**src/design/tfc_pkg.sv**
```systemverilog
// shared constants, types and crc function of the thermal frame checker
package tfc_pkg;

    localparam int PIXELS    = 16;
    localparam int SAMPLES   = 8;
    localparam int FRAME_LEN = 2 + 2 * PIXELS + 1;

    localparam int POS_W  = 6;
    localparam int CNT_W  = 4;
    localparam int TEMP_W = 15;

    localparam logic [7:0]        CRC_POLY        = 8'h07;
    localparam logic [TEMP_W-1:0] MARGIN_TENTHS   = 15'd20;
    localparam logic [TEMP_W-1:0] TEMP_TOP        = 15'h7fff;
    localparam logic [6:0]        RESET_DEV_ADDR  = 7'd10;
    localparam logic [15:0]       RESET_THRESHOLD = 16'd375;

    localparam logic REG_DEV_ADDR  = 1'b0;
    localparam logic REG_THRESHOLD = 1'b1;

    typedef enum logic [1:0] {
        CMD_FRAME_BYTE  = 2'd0,
        CMD_START       = 2'd1,
        CMD_RESET_BATCH = 2'd2
    } cmd_t;

    typedef struct packed {
        logic              close;
        logic              pec_ok;
        logic [15:0]       ref_temp;
        logic [TEMP_W-1:0] peak;
    } frame_result_t;

    // crc-8, msb first, one byte unrolled
    function automatic logic [7:0] crc8(input logic [7:0] v);
        logic [7:0] c;
        c = v;
        for (int k = 0; k < 8; k++) begin
            c = c[7] ? ((c << 1) ^ CRC_POLY) : (c << 1);
        end
        return c;
    endfunction

endpackage

```
**src/design/tfc_frame_parse.sv**
```systemverilog
// frame byte parser: position, running crc, reference word and frame peak
module tfc_frame_parse
    import tfc_pkg::*;
(
    input  logic          aclk,
    input  logic          aresetn,
    input  logic          byte_en,
    input  logic [7:0]    frame_byte,
    input  logic          first_byte,
    input  logic [7:0]    seed_crc,
    output frame_result_t res
);

    logic [POS_W-1:0]  pos_reg, pos_next;
    logic [7:0]        crc_reg, crc_next;
    logic [7:0]        low_reg, low_next;
    logic [15:0]       ref_reg, ref_next;
    logic [TEMP_W-1:0] peak_reg, peak_next;

    logic              start;
    logic [POS_W-1:0]  pos_eff;
    logic [7:0]        crc_eff;
    logic [TEMP_W-1:0] peak_eff;
    logic [15:0]       word;

    always_comb begin
        start    = first_byte || (pos_reg == '0);
        pos_eff  = start ? '0 : pos_reg;
        crc_eff  = start ? seed_crc : crc_reg;
        peak_eff = start ? '0 : peak_reg;
        word     = {frame_byte, low_reg};

        pos_next  = pos_reg;
        crc_next  = crc_reg;
        low_next  = low_reg;
        ref_next  = ref_reg;
        peak_next = peak_reg;
        res       = '0;

        if (byte_en) begin
            if (pos_eff < POS_W'(FRAME_LEN - 1)) begin
                crc_next  = crc8(frame_byte ^ crc_eff);
                pos_next  = pos_eff + 1'b1;
                peak_next = peak_eff;
                if (!pos_eff[0]) begin
                    low_next = frame_byte;
                end else if (pos_eff == POS_W'(1)) begin
                    ref_next = word;
                end else if (!word[15] && (word[14:0] > peak_eff)) begin
                    // negative pixels never beat the zero floor
                    peak_next = word[14:0];
                end
            end else begin
                // code byte closes the frame
                pos_next     = '0;
                crc_next     = crc_eff;
                peak_next    = peak_eff;
                res.close    = 1'b1;
                res.pec_ok   = (crc_eff == frame_byte);
                res.ref_temp = ref_reg;
                res.peak     = peak_eff;
            end
        end
    end

    always_ff @(posedge aclk) begin
        if (!aresetn) begin
            pos_reg  <= '0;
            crc_reg  <= '0;
            low_reg  <= '0;
            ref_reg  <= '0;
            peak_reg <= '0;
        end else begin
            pos_reg  <= pos_next;
            crc_reg  <= crc_next;
            low_reg  <= low_next;
            ref_reg  <= ref_next;
            peak_reg <= peak_next;
        end
    end

endmodule

```
**config.mk**
```make
export PLATFORM = sky130hd
export DESIGN_NAME = tfc_frame_parse
export DESIGN_NICKNAME = d
export VERILOG_FILES = /design/src/design/tfc_pkg.sv /design/src/design/tfc_frame_parse.sv
export SDC_FILE = /design/constraint.sdc
export NUM_CORES = 1
export LEC_CHECK = 0
export BUFFER_PORTS_ARGS = -buffer_cell sky130_fd_sc_hd__buf_2
export CAP_MARGIN = 20
export CORE_AREA = 5 5 95 97
export CTS_CLUSTER_SIZE = 25
export DETAILED_ROUTE_END_ITERATION = 8
export DIE_AREA = 0 0 100 102
export PLACE_DENSITY = 0.7
export SLEW_MARGIN = 25
export SYNTH_ARGS = -nofsm -noshare
export SYNTH_HDL_FRONTEND = slang
export SYNTH_SLANG_ARGS = --single-unit
```
**constraint.sdc**
```tcl
create_clock -name aclk -period 3.6 [get_ports aclk]
set_clock_uncertainty 0.15 [all_clocks]
set_input_delay 0.18 -clock aclk [delete_from_list [all_inputs] [get_ports aclk]]
set_output_delay 0.18 -clock aclk [all_outputs]
set_load 0.01 [all_outputs]
```
# --- After elaboration in Yosys (flattened, before gate mapping) ---
# Index checks and enable logic that the tools add are counted.
totals:
  mem_count: 0
  input_bits: 20
  mem_bits_ro: 0
  reg_bits: 53
  elab_cells: 45
  out_inout_bits: 33
  ram_bits: 0
  latchBits: 0
classes:
  mux: 19
  n_div: 0
  eq_ne: 2
  shifts: 0
  reduce_logical: 6
  n_mul: 0
  magnitude_cmp: 2
  add_sub_neg: 1
  bitwise: 10
ops:
  columns: ["op", "count"]
  rows:
  - ["2-to-1 mux 15 bit", 5]
  - ["2-to-1 mux 33 bit", 2]
  - ["2-to-1 mux 3 bit", 8]
  - ["NOT 3 bit", 8]
  - ["2-to-1 mux 8 bit", 2]
  - ["> comparator 15 bit", 1]
  - ["2-to-1 mux 6 bit", 2]
  - ["equality test 8 bit", 1]
  - ["bitwise XOR 8 bit", 1]
  - ["adder 6 x 1 -> 6 bit, second input constant", 1]
  - ["equality test 6 x 1 -> 1 bit, second input constant", 1]
  - ["logical NOT 6 bit", 1]
  - ["< comparator 6 bit, second input constant", 1]
  - ["AND reduction 4 bit", 1]
  - ["AND reduction 3 bit", 1]
  - ["logical AND 1 bit", 1]
  - ["logical NOT 1 bit", 1]
  - ["logical OR 1 bit", 1]
  - ["NOT 1 bit", 1]

# --- Longest topological paths before layout ---
# Gate-level depths: netlist (run 1).
depth:
  word_depth: 21
  mapped_depth: 15
  mapped_depth_nobuf: 11

# --- Least setup slack after synthesis (run 1) ---
# OpenSTA, ideal clock, no wires.
synth_path:
  path_type: "register to register"
  from: "register pos_reg[3]"
  to: "register peak_reg[2]"
  arrival_time_ps: 2893
  path_slack_ps: 440
  setup_time_ps: 117
  required_time_ps: 3333
  synth_period_minus_slack_ps: 3160
  stages_incl_launch_ff: 16
  n_path_buf: 4
  cell_sequence: "dfxtp_1 > nor4_4 > a21oi_4 > buf_6 > clkbuf_1 > nand2_1 > ha_1 > a21o_1 > a21oi_1 > nor2b_1 > o31ai_1 > nand3_1 > and3_1 > buf_2 > buf_4 > a22o_1"
synth_via:
  elab_chain_cells: 9
  elab_cells_between_ends: 12
  cone_classes: "order compare (2); eq/ne (1); mux (6); reduce/logical (3)"
synth_rtl:
  columns: ["element", "line", "text"]
  rows:
  - ["start, declared", "tfc_frame_parse.sv:14", "logic [POS_W-1:0] pos_reg, pos_next;"]
  - ["start signal, assigned", "tfc_frame_parse.sv:74", "pos_reg <= pos_next;"]
  - ["logical NOT 6 bit", "tfc_frame_parse.sv:27", "start = first_byte || (pos_reg == '0);"]
  - ["logical OR 1 bit", "tfc_frame_parse.sv:27", null]
  - ["2-to-1 mux 15 bit", "tfc_frame_parse.sv:30", "peak_eff = start ? '0 : peak_reg;"]
  - ["> comparator 15 bit", "tfc_frame_parse.sv:49", "end else if (!word[15] && (word[14:0] > peak_eff)) begin"]
  - ["logical AND 1 bit", "tfc_frame_parse.sv:49", null]
  - ["2-to-1 mux 15 bit", "tfc_frame_parse.sv:49", null]
  - ["2-to-1 mux 15 bit", "tfc_frame_parse.sv:47", "end else if (pos_eff == POS_W'(1)) begin"]
  - ["2-to-1 mux 15 bit", "tfc_frame_parse.sv:45", "if (!pos_eff[0]) begin"]
  - ["2-to-1 mux 15 bit (*)", "tfc_frame_parse.sv:41", "if (pos_eff < POS_W'(FRAME_LEN - 1)) begin"]
  - ["end signal, assigned", "tfc_frame_parse.sv:78", "peak_reg <= peak_next;"]
  - ["end, declared", "tfc_frame_parse.sv:18", "logic [TEMP_W-1:0] peak_reg, peak_next;"]
# Every way passes the cells marked *; elsewhere a longest branch is shown, timed or not.
# A chain may end at the register's enable or synchronous reset.

==> results of run 1 <==
through the flow:
stage                     hold slack (ns)  std cells
final                              0.0392        491
after global routing               0.0370        491
after CTS                          0.0301        491
after detailed placement            0.308        483
after global placement              0.298        483
after floorplan                     0.155        341
layout by cell type, fill, tap and decap left out, drive strengths merged, types with 3 or more instances in the layout:
master  count
buf        58
dfxtp      53
nand2      42
and3       38
mux2i      24
nor2b      22
ha         20
a22o       15
xnor2      15
inv        10
a21boi     10
nand3       8
nor2        8
o21ai       8
a21oi       7
clkbuf      6
nor3        5
and2        4
nand2b      3
nand4       3
a21o        3
a211o       3
synthesized netlist by cell type, types with 2 or more instances:
master	instances	area, sq um
sky130_fd_sc_hd__dfxtp_1	53	1060
sky130_fd_sc_hd__nand2_1	41	154
sky130_fd_sc_hd__and3_1	36	225
sky130_fd_sc_hd__mux2i_1	23	230
sky130_fd_sc_hd__nor2b_1	22	138
sky130_fd_sc_hd__ha_1	20	250
sky130_fd_sc_hd__a22o_1	15	131
sky130_fd_sc_hd__clkbuf_1	15	56.3
sky130_fd_sc_hd__xnor2_1	12	105
sky130_fd_sc_hd__a21boi_0	10	75.1
sky130_fd_sc_hd__inv_1	10	37.5
sky130_fd_sc_hd__nand3_1	7	35.0
sky130_fd_sc_hd__a21oi_1	6	30.0
sky130_fd_sc_hd__nor2_1	6	22.5
sky130_fd_sc_hd__nor3_1	5	25.0
sky130_fd_sc_hd__o21ai_0	5	25.0
sky130_fd_sc_hd__and2_1	4	25.0
sky130_fd_sc_hd__a211o_1	3	26.3
sky130_fd_sc_hd__a21o_1	3	22.5
sky130_fd_sc_hd__nand2b_1	3	18.8
sky130_fd_sc_hd__nand4_1	3	18.8
sky130_fd_sc_hd__o21ai_1	3	15.0
sky130_fd_sc_hd__xnor2_2	3	48.8
sky130_fd_sc_hd__and3_2	2	15.0
sky130_fd_sc_hd__buf_2	2	10.0
sky130_fd_sc_hd__buf_4	2	15.0
sky130_fd_sc_hd__buf_6	2	22.5
sky130_fd_sc_hd__o211a_1	2	20.0
sky130_fd_sc_hd__o31ai_1	2	15.0
logic make-up after synthesis:
kind of cell | after synthesis
mux | 24
xor+xnor | 17
buf+inv | 31
flops | 53
simple gates | 141
compound gates | 55
fa+ha+maj | 20
worst paths after layout:
check	end	slack, ns	cells past startpoint
hold / removal	low_reg[7]	0.04	3
hold reg to reg	crc_reg[0]	0.32	2
setup reg to reg	peak_reg[0]	0.48	11
setup / recovery	res[31]	0.48	9
layer usage:
layer	track usage [%]	vias to the layer above	part of all wire (%)
li1	-	1290	-
met1	20.8	1181	48
met2	26.2	58	47
met3	3.28	6	4.3
met4	3.01	0	0.95
met5	0	-	0
power by group through the flow:
stage | registers [mW] | clock network [mW] | logic (mW)
floorplan | 0.636 | 0 | 0.180
global placement | 0.640 | 0 | 0.228
detailed placement | 0.642 | 0 | 0.233
CTS | 0.628 | 0.419 | 0.235
global route | 0.631 | 0.443 | 0.263
finish | 0.628 | 0.413 | 0.233
area by class of cell:
type	instances	area [sq um]	area share, %
flip-flops and latches	53	1060	29.8
multi-input cells	257	1910	53.7
repair buffers	58	305	8.58
clock buffers	6	72.6	2.04
inverters	10	37.5	1.06
well taps	105	131	3.69
clock inverters	2	38.8	1.09
critical path: cells and delay by family, from the launching register on:
| kind | cells | cell delay, ns |
|---|---|---|
| buffers and inverters | 2 | 0.48 |
| adders and majority gates | 1 | 0.18 |
| AOI/OAI and AO/OA | 1 | 0.39 |
| DFF | 1 | 0.47 |
| muxes | 1 | 0.31 |
| and+or+nand+nor | 3 | 0.41 |
| xor gates and xnor gates | 1 | 0.23 |
==> results by group, run 1 <==
Drt
  • Via-to-Cell Ratio: 5.16
  • Iteration-0 DRC count of the detailed router: 150
  • Via total after detailed routing: 2535
  • Post-Route WL: 7610 um
  • Average wire length per cell after detail routing: 15.5 um
  • Initial DRT Pass Iterations: 4
  • Number of design rule violations left after detail routing: 0
  • Number of nets with antenna violations after routing: 0

Power
  • Cell area power density: about 360 mW/mm^2
  • Switch Pwr: 0.350 mW
  • Internal cell power: 0.924 mW
  • Total power: 1.27 mW
  • Leakage dissipation: roughly 1.6 nW
  • IR drop worst, VDD: slightly above 0.2 mV
  • Clock network fraction of total power: 32.4%
  • Sequential group share of total power: 49.3%
  • Net switching share of the total power: 27.5%
  • Gate power share: 18.3%

Global routing
  • Global-route wire length before repair: about 13000 um
  • Total track usage: 15.6%
  • Global route total overflow: 0
  • Via count of the first global-routing pass: ~2600
  • Pin count of the biggest net entering global routing: 44
  • Number of antenna violations at the first check in global routing: 0

Clock network
  • Level count of the clock H-tree: 2
  • Clock insertion delay at the later pin of the skew report: 0.30 ns
  • CTS root buffer: sky130_fd_sc_hd__clkbuf_8
  • TritonCTS buffer count: 5
  • Number of cells upsized or downsized after cts: 0
  • Number of buffers inserted by hold repair at cts: 0
  • Worst-path clk slew: 0.10 ns
  • Setup Buffers After CTS: 0
  • Maximum root-to-sink buffer count: 2
  • Sinks on Clock Net: between 50 and 60
  • CTS tree: built

Place
  • Detail Placement HPWL: roughly 5500 um
  • Placed instance area: about 0.0034 sq mm
  • Worst slack, placed: 0.518 ns
  • Gp weighted congestion: 0.833
  • # port buffers: 52

Synth
  • Mean Syn Cell Area: between 9 and 10 sq um
  • Post-Syn Nets: about 380
  • Xor/xnor share of the synthesized area: 6.12%
  • Warnings from Yosys: 0
  • Synth async-reset ratio: 0%
  • Netlist area before placement: 0.00311 sq mm
  • Mapped Cells: 341
  • Post-synthesis share of cell area spent on and, or, nand and nor gates: 25.5%
  • Dominant combinational cell family by area after synthesis: simple AND/OR/NAND/NOR gates
  • Number of distinct standard cells referenced by the synthesized netlist: 50
  • Post-synthesis sequential area ratio: 34.2%
  • Share of synthesized cell area in full adder, half adder and majority cells: under 10%
  • Proportion of synthesized area in mux cells: 8.14%
  • Number of storage elements in the synthesis netlist: 53
  • Area fraction in compound gates after synthesis: 13.5%
  • Number of synthesized flops with an enable pin: 0
  • Most used flip-flop cell after synthesis: sky130_fd_sc_hd__dfxtp_1

Critical path
  • Startpoint of the lowest-slack register-to-register path: pos_reg[3]
  • Nature of the critical path endpoint: output port
  • Critical-path cell list: nor4_4 > a21oi_4 > buf_4 > mux2i_4 > xor2_4 > ha_1 > nand4_1 > nor3_1 > buf_2
  • Critical-path maximum fanout: 17
  • Worst EP arrival: approximately 2.8 ns
  • Setup crit start kind: flop
  • Worst setup path startpoint: pos_reg[3]
  • Required time of the critical path: 3.27 ns
  • Slowest stage delay, CP: 0.47 ns
  • CP max stage cell: sky130_fd_sc_hd__dfxtp_1
  • Critical Setup Path Class: flop to output port

Worst hold path
  • Launch point of the worst hold path: frame_byte[7]
  • Type of the most critical hold path: primary input to flop

Run status
  • Run status: finished clean

STA
  • Max-slew headroom at the worst pin: 54.9%
  • Unrepaired setup endpoints after global routing: no
  • Peak Freq: 321 MHz
  • Final setup fails: 0
  • Final-report max-slew violation count: 0
  • Setup TNS Final: 0 ns
  • Post-layout worst setup margin: 0.482 ns
  • Post-route clock period utilization: 86.6%
  • Minimum clock period after layout: approximately 3.1 ns
  • Pin slew with the least headroom to its limit: 0.677 ns
  • Final hold viol count: 0

Die
  • Floorplan die height: 102 um
  • Effective utilization at floorplan: 38.6%
  • I/O pins: 53
  • Core Region: 0.00805 sq mm
  • DIE WIDTH: about 100 um
  • Die Area: 0.0102 sq mm
  • Number of placement rows: 33

Layout
  • Layout cells sized above 1: 20.5%
  • Layout-stage area growth over the synthesis result: 14.5%
  • Largest register FFs: 16
  • Share of the core filled with cells: between 40% and 50%
  • Filler cell count: 824
  • Fin nets: 425
  • Layout Cell Area excl Fill: 0.00356 sq mm
  • Ant diodes: 0

Run
  • Number of maximum-capacitance constraint violations: 0
Note: power is estimated with default switching activity, not from simulation.
==> run 2, diff against run 1 <==
--- a/config.mk
+++ b/config.mk
@@ -12,6 +12,7 @@
 export DETAILED_ROUTE_END_ITERATION = 8
 export DIE_AREA = 0 0 100 102
 export PLACE_DENSITY = 0.7
+export RECOVER_POWER = 25
 export SLEW_MARGIN = 25
 export SYNTH_ARGS = -nofsm -noshare
 export SYNTH_HDL_FRONTEND = slang
==> run 2 against run 1 <==
Compared with the run above: die area unchanged; sequential share of layout area increased by 0.33 points; clock-buffer cell count unchanged; critical path depth decreased by 2; via count decreased by 0.20%; setup slack improved by 0.0011 ns; combinational power about the same; worst hold slack improved by 0.0099 ns; highest routed layer unchanged.
==> results by group, run 2 (synthesis results as in run 1) <==
Layout
  • Layout Cell Area excl Fill: 0.00352 sq mm
  • Most common cell after layout, fill and taps aside: sky130_fd_sc_hd__dfxtp_1
  • Commonest cells after routing, fill and taps aside: sky130_fd_sc_hd__dfxtp_1 (53), sky130_fd_sc_hd__nand2_1 (41), sky130_fd_sc_hd__and3_1 (36), sky130_fd_sc_hd__buf_2 (36), sky130_fd_sc_hd__mux2i_1 (23)
  • Layout cells sized above 1: 15.5%
  • Share of the core filled with cells: 43.7%
  • Largest register FFs: 16
  • Layout-stage area growth over the synthesis result: 13.2%
  • Fin nets: 425
  • Multi-input gate area: 0.00190 sq mm
  • Ant diodes: 0
  • Storage cell area: around 0.0011 sq mm
  • Filler cell count: 838

STA
  • Final setup fails: 0
  • Unrepaired setup endpoints after global routing: no
  • Peak Freq: between 300 and 400 MHz
  • Max-slew headroom at the worst pin: 46.1%
  • Final hold viol count: 0
  • Minimum clock period after layout: 3.12 ns
  • Post-route clock period utilization: a little under 90%
  • Setup TNS Final: 0 ns
  • Final-report max-slew violation count: 0
  • Pin slew with the least headroom to its limit: 0.808 ns

Global routing
  • Number of antenna violations at the first check in global routing: 0
  • Pin count of the biggest net entering global routing: 44
  • Total track usage: 15.6%
  • Global-route wire length before repair: 12900 um
  • Via count of the first global-routing pass: 2603
  • Global route total overflow: 0

Critical path
  • Critical-path cell list: nor4_1 > nor3b_1 > clkbuf_1 > and2_1 > nand4_1 > nor3_1 > buf_2
  • Worst EP arrival: 2.79 ns
  • Critical-path maximum fanout: 21
  • Required time of the critical path: 3.27 ns
  • CP max stage cell: sky130_fd_sc_hd__clkbuf_1
  • Nature of the critical path endpoint: output port
  • Setup crit start kind: flop
  • Slowest stage delay, CP: approximately 0.67 ns
  • Combined buffer and inverter count along the critical path: 2
  • Cell family with most CP delay: simple AND/OR/NAND/NOR gates
  • Critical Setup Path Class: flop to output port

Die
  • Number of placement rows: 33
  • Die Area: 0.0102 sq mm
  • Floorplan die height: 102 um
  • DIE WIDTH: 100 um
  • I/O pins: 53
  • Effective utilization at floorplan: between 30% and 40%
  • Core Region: 0.00805 sq mm

Power
  • Switch Pwr: about 0.35 mW
  • Sequential group share of total power: 49.4%
  • Leakage dissipation: 1.54 nW
  • Net switching share of the total power: 27.3%
  • Cell area power density: 361 mW/mm^2
  • Internal cell power: 0.924 mW
  • Clock network fraction of total power: 32.3%
  • Gate power share: 18.3%
  • IR drop worst, VDD: a little over 0.2 mV

Drt
  • Post-Route WL: approximately 7600 um
  • Iteration-0 DRC count of the detailed router: 140
  • Via total after detailed routing: 2530
  • Via-to-Cell Ratio: between 5 and 6
  • Number of design rule violations left after detail routing: 0
  • Initial DRT Pass Iterations: 4
  • Average wire length per cell after detail routing: roughly 16 um
  • Number of nets with antenna violations after routing: 0

Clock network
  • Number of buffers inserted by hold repair at cts: 0
  • Maximum root-to-sink buffer count: 2
  • Clock insertion delay at the later pin of the skew report: ~0.30 ns
  • TritonCTS buffer count: 5
  • CTS root buffer: sky130_fd_sc_hd__clkbuf_8
  • Number of cells upsized or downsized after cts: 0
  • CTS tree: built
  • Level count of the clock H-tree: 2
  • Setup Buffers After CTS: 0
  • Worst-path clk slew: 0.10 ns
  • Sinks on Clock Net: 53

Place
  • # port buffers: 52
  • Gp weighted congestion: between 0.8 and 0.9
  • Placed instance area: 0.00345 sq mm
  • Detail Placement HPWL: 5530 um

Worst hold path
  • Type of the most critical hold path: primary input to flop

Run status
  • Run status: finished clean

Run
  • Number of maximum-capacitance constraint violations: 0
## run 2: cell count changes in the layout (fill, tap and decap cells not counted)
cell	change
sky130_fd_sc_hd__and2_0	+1
sky130_fd_sc_hd__and2_1	-1
sky130_fd_sc_hd__buf_2	-16
sky130_fd_sc_hd__buf_4	-2
sky130_fd_sc_hd__clkbuf_1	+18
sky130_fd_sc_hd__nor3b_1	+1
sky130_fd_sc_hd__nor3b_4	-1
## run 2: area by class of cell
cell class	count	area share (%)
well taps	105	3.73
inverters	10	1.07
flip-flops and latches	53	30.2
repair buffers	58	7.89
clock buffers	6	2.06
multi-input cells	257	54.0
clock inverters	2	1.10
## run 2: power by group through the flow
| stage | Clock (mW) | Sequential (mW) | Combinational (mW) |
|---|---|---|---|
| 5_1_grt | 0.443 | 0.631 | 0.262 |
| 3_5_place_dp | 0 | 0.642 | 0.233 |
| 2_1_floorplan | 0 | 0.636 | 0.180 |
| 4_1_cts | 0.419 | 0.628 | 0.235 |
| 6_report | 0.410 | 0.628 | 0.233 |
| 3_3_place_gp | 0 | 0.640 | 0.228 |
## run 2: path summary, 6_finish.rpt
check,from,cells after the start,end,slack [ns]
max,pos_reg[2],7,res[31],0.48
min,frame_byte[3],2,peak_reg[11],0.05
min reg2reg,crc_reg[0],2,crc_reg[0],0.32
max reg2reg,pos_reg[3],11,peak_reg[0],0.49
## run 2: worst reg2reg max path: stages (launching register included)
cell and delay (ns):
sky130_fd_sc_hd__dfxtp_1 0.47, sky130_fd_sc_hd__nor4_4 0.10, sky130_fd_sc_hd__a21oi_4 0.39, sky130_fd_sc_hd__nand2_1 0.15
sky130_fd_sc_hd__ha_1 0.31, sky130_fd_sc_hd__and3_1 0.19, sky130_fd_sc_hd__a221oi_1 0.29, sky130_fd_sc_hd__nor2b_1 0.07
sky130_fd_sc_hd__o21ai_0 0.17, sky130_fd_sc_hd__nand3_1 0.11, sky130_fd_sc_hd__and3_1 0.36, sky130_fd_sc_hd__a22o_1 0.25
## run 2: metal layers
metal | global-route usage [%] | vias up | share of wire [%] | wire length [um]
met5 | 0 | - | 0 | 0
met4 | 3.01 | 0 | 0.94 | 72
met3 | 3.28 | 6 | 4.0 | 304
met2 | 26.2 | 54 | 46 | 3530
met1 | 20.8 | 1177 | 49 | 3730
li1 | - | 1293 | - | -
## run 2: metrics by stage
step	total power [mW]	std cells	hold slack (ns)	worst slack [ns]
2_1_floorplan	0.816	341	0.155	0.440
3_3_place_gp	0.868	483	0.298	0.678
3_5_place_dp	0.874	483	0.308	0.518
4_1_cts	1.28	491	0.0301	0.498
5_1_grt	1.34	491	0.0370	0.157
6_report	1.27	491	0.0491	0.483
==> run 3, diff against run 2 <==
--- a/config.mk
+++ b/config.mk
@@ -5,12 +5,13 @@
 export SDC_FILE = /design/constraint.sdc
 export NUM_CORES = 1
 export LEC_CHECK = 0
+export ABC_AREA = 1
 export BUFFER_PORTS_ARGS = -buffer_cell sky130_fd_sc_hd__buf_2
 export CAP_MARGIN = 20
-export CORE_AREA = 5 5 95 97
+export CORE_AREA = 5 5 100 102
 export CTS_CLUSTER_SIZE = 25
 export DETAILED_ROUTE_END_ITERATION = 8
-export DIE_AREA = 0 0 100 102
+export DIE_AREA = 0 0 105 107
 export PLACE_DENSITY = 0.7
 export RECOVER_POWER = 25
 export SLEW_MARGIN = 25
==> run 3 against run 2 <==
Compared with the run above: power shrank 1.6%; wire length grew 25%; global-route usage grew 1.1 points; core utilization shrank 1.0 points; worst hold slack gained 0.010 ns; area after synthesis grew 13%; critical endpoint is now res[32]; largest power group unchanged.
==> results by group, run 3 <==
Synth
  • Number of synthesized flops with an enable pin: 0
  • Mean Syn Cell Area: about 6.7 sq um
  • Top cells by area in the synthesized netlist: sky130_fd_sc_hd__dfxtp_1 (30%), sky130_fd_sc_hd__nand2_1 (13%), sky130_fd_sc_hd__a21oi_1 (7.8%), sky130_fd_sc_hd__ha_1 (7.1%), sky130_fd_sc_hd__inv_1 (6.1%)
  • Synth async-reset ratio: 0%
  • Post-synthesis sequential area ratio: 30.2%
  • Most numerous cell types in the synthesized netlist: sky130_fd_sc_hd__nand2_1 (122), sky130_fd_sc_hd__inv_1 (57), sky130_fd_sc_hd__a21oi_1 (55), sky130_fd_sc_hd__dfxtp_1 (53), sky130_fd_sc_hd__nand3_1 (42)
  • Mapped Cells: approximately 530
  • Most used flip-flop cell after synthesis: sky130_fd_sc_hd__dfxtp_1
  • Most frequently used cell type in the post-synthesis netlist: sky130_fd_sc_hd__nand2_1
  • Warnings from Yosys: 0
  • Post-Syn Nets: 567
  • Share of the synthesized area in the top cell type: between 30% and 40%
  • Number of distinct standard cells referenced by the synthesized netlist: 40
  • Cell type contributing the most total cell area after synthesis: sky130_fd_sc_hd__dfxtp_1
  • Number of storage elements in the synthesis netlist: between 50 and 60
  • Netlist area before placement: 0.00352 sq mm

Power
  • Total power: 1.25 mW
  • Leakage dissipation: roughly 1.7 nW
  • Cell area power density: 325 mW/mm^2
  • IR drop worst, VDD: about 0.15 mV

STA
  • Final-report max-slew violation count: 0
  • Max-slew headroom at the worst pin: a little under two fifths
  • Pin slew with the least headroom to its limit: 0.943 ns
  • Minimum clock period after layout: 3.26 ns
  • Min Hold Slack: 0.0590 ns
  • Setup TNS Final: 0 ns
  • Post-route clock period utilization: 90.6%
  • Final hold viol count: 0
  • Peak Freq: 307 MHz
  • Unrepaired setup endpoints after global routing: no
  • Final setup fails: 0

Critical path
  • Most frequent CP cell: sky130_fd_sc_hd__nand2_1
  • Critical Setup Path Class: flop to output port
  • Critical-path maximum fanout: 26
  • Nature of the critical path endpoint: output port
  • Required time of the critical path: 3.27 ns
  • Setup crit start kind: flop
  • Critical-path cell list: nor2_2 > nand3_4 > nand2_8 > inv_4 > nand2_1 > a31oi_4 > nand2_1 > inv_1 > buf_2
  • CP max stage cell: sky130_fd_sc_hd__nand2_1
  • Slowest stage delay, CP: 0.58 ns
  • Worst EP arrival: between 2 and 3 ns

Layout
  • Layout Cell Area excl Fill: between 0.003 and 0.004 sq mm
  • Layout cells sized above 1: 13.3%
  • Storage cell area: 0.00106 sq mm
  • Ant diodes: 0
  • Most common cell after layout, fill and taps aside: sky130_fd_sc_hd__nand2_1
  • Commonest cells after routing, fill and taps aside: sky130_fd_sc_hd__nand2_1 (124), sky130_fd_sc_hd__inv_1 (58), sky130_fd_sc_hd__a21oi_1 (55)
  • Multi-input gate area: around 0.0021 sq mm
  • Filler cell count: 934
  • Layout-stage area growth over the synthesis result: 9.43%
  • Largest register FFs: 16
  • Fin nets: 603

Global routing
  • Number of antenna violations at the first check in global routing: 0
  • Pin count of the biggest net entering global routing: 33
  • Global-route wire length before repair: 15400 um
  • Global route total overflow: 0
  • Via count of the first global-routing pass: 3291
  • Total track usage: 16.6%

Clock network
  • TritonCTS buffer count: 5
  • Number of cells upsized or downsized after cts: 0
  • Maximum root-to-sink buffer count: 2
  • Setup Buffers After CTS: 0
  • Clock insertion delay at the later pin of the skew report: just over 0.3 ns
  • Number of buffers inserted by hold repair at cts: 0
  • Sinks on Clock Net: 53
  • Level count of the clock H-tree: 2
  • CTS tree: built
  • CTS root buffer: sky130_fd_sc_hd__clkbuf_8
  • Worst-path clk slew: 0.10 ns

Drt
  • M1 wire length: 4320 um
  • Number of design rule violations left after detail routing: 0
  • Number of nets with antenna violations after routing: 0
  • Iteration-0 DRC count of the detailed router: 165
  • Via total after detailed routing: 3551
  • Via-to-Cell Ratio: 5.26
  • Initial DRT Pass Iterations: 4
  • Post-Route WL: between 9000 and 10000 um
  • Met2 Wirelength: 4470 um
  • Average wire length per cell after detail routing: ~14 um
  • Top routing layer in use: met4
  • Wire length on met3: 460 um

Die
  • Floorplan die height: 107 um
  • Die Area: 0.0112 sq mm
  • Number of placement rows: 35
  • I/O pins: 53
  • Effective utilization at floorplan: 39.0%
  • Core Region: approximately 0.009 sq mm
  • DIE WIDTH: ~110 um

Place
  • Gp weighted congestion: 0.899
  • Detail Placement HPWL: 6980 um
  • Placed instance area: 0.00378 sq mm
  • # port buffers: 52

Run status
  • Run status: finished clean

Run
  • Number of maximum-capacitance constraint violations: 0

Worst hold path
  • Type of the most critical hold path: primary input to flop
run 3: worst max-delay path, delay by kind of cell (launching register included):
kind | cells | cell delay (ns)
and+or+nand+nor | 5 | 1.09
DFF | 1 | 0.42
AOI/OAI and AO/OA | 1 | 0.22
buffers and inverters | 3 | 0.88
run 3: metal layers:
layer,track usage (%),vias up
met5,0,-
li1,-,1809
met2,28.4,96
met4,7.40,0
met1,20.5,1629
met3,2.83,17
run 3: report_power, final:
group / leakage, nW / internal, mW / switching, mW
registers: 0.433 / 0.612 / 0.0163
clock network: 0.0447 / 0.141 / 0.216
logic: 1.22 / 0.0903 / 0.175
total: 1.70 / 0.843 / 0.407
run 3: through the flow:
step	worst slack, ns	instances	util [%]
final	0.339	675	42.7
after floorplan	0.835	527	-
after global placement	0.540	667	41.9
after global routing	0.101	675	42.7
after CTS	0.424	675	42.9
after detailed placement	0.434	667	41.9
run 3: kinds of logic after synthesis:
group,share of synthesized area (%)
AOI/OAI and AO/OA,18.6
xor gates and xnor gates,2.45
adders and majority gates,7.11
buffers and inverters,10.8
DFF,30.2
and+or+nand+nor,30.8
run 3: area by class of cell:
| type | count | area share, % |
|---|---|---|
| Clock inverter | 3 | 0.650 |
| Sequential cell | 53 | 27.6 |
| Multi-Input combinational cell | 388 | 53.7 |
| Tap cell | 111 | 3.61 |
| Inverter | 62 | 6.11 |
| Timing Repair Buffer | 53 | 6.57 |
| Clock buffer | 5 | 1.79 |
run 3: worst paths after layout:
kind	start	cells past startpoint	end	slack [ns]
hold / removal	frame_byte[6]	3	low_reg[6]	0.06
setup reg to reg	pos_reg[4]	13	peak_reg[5]	0.36
setup / recovery	pos_reg[4]	9	res[32]	0.34
hold reg to reg	ref_reg[8]	2	ref_reg[8]	0.31
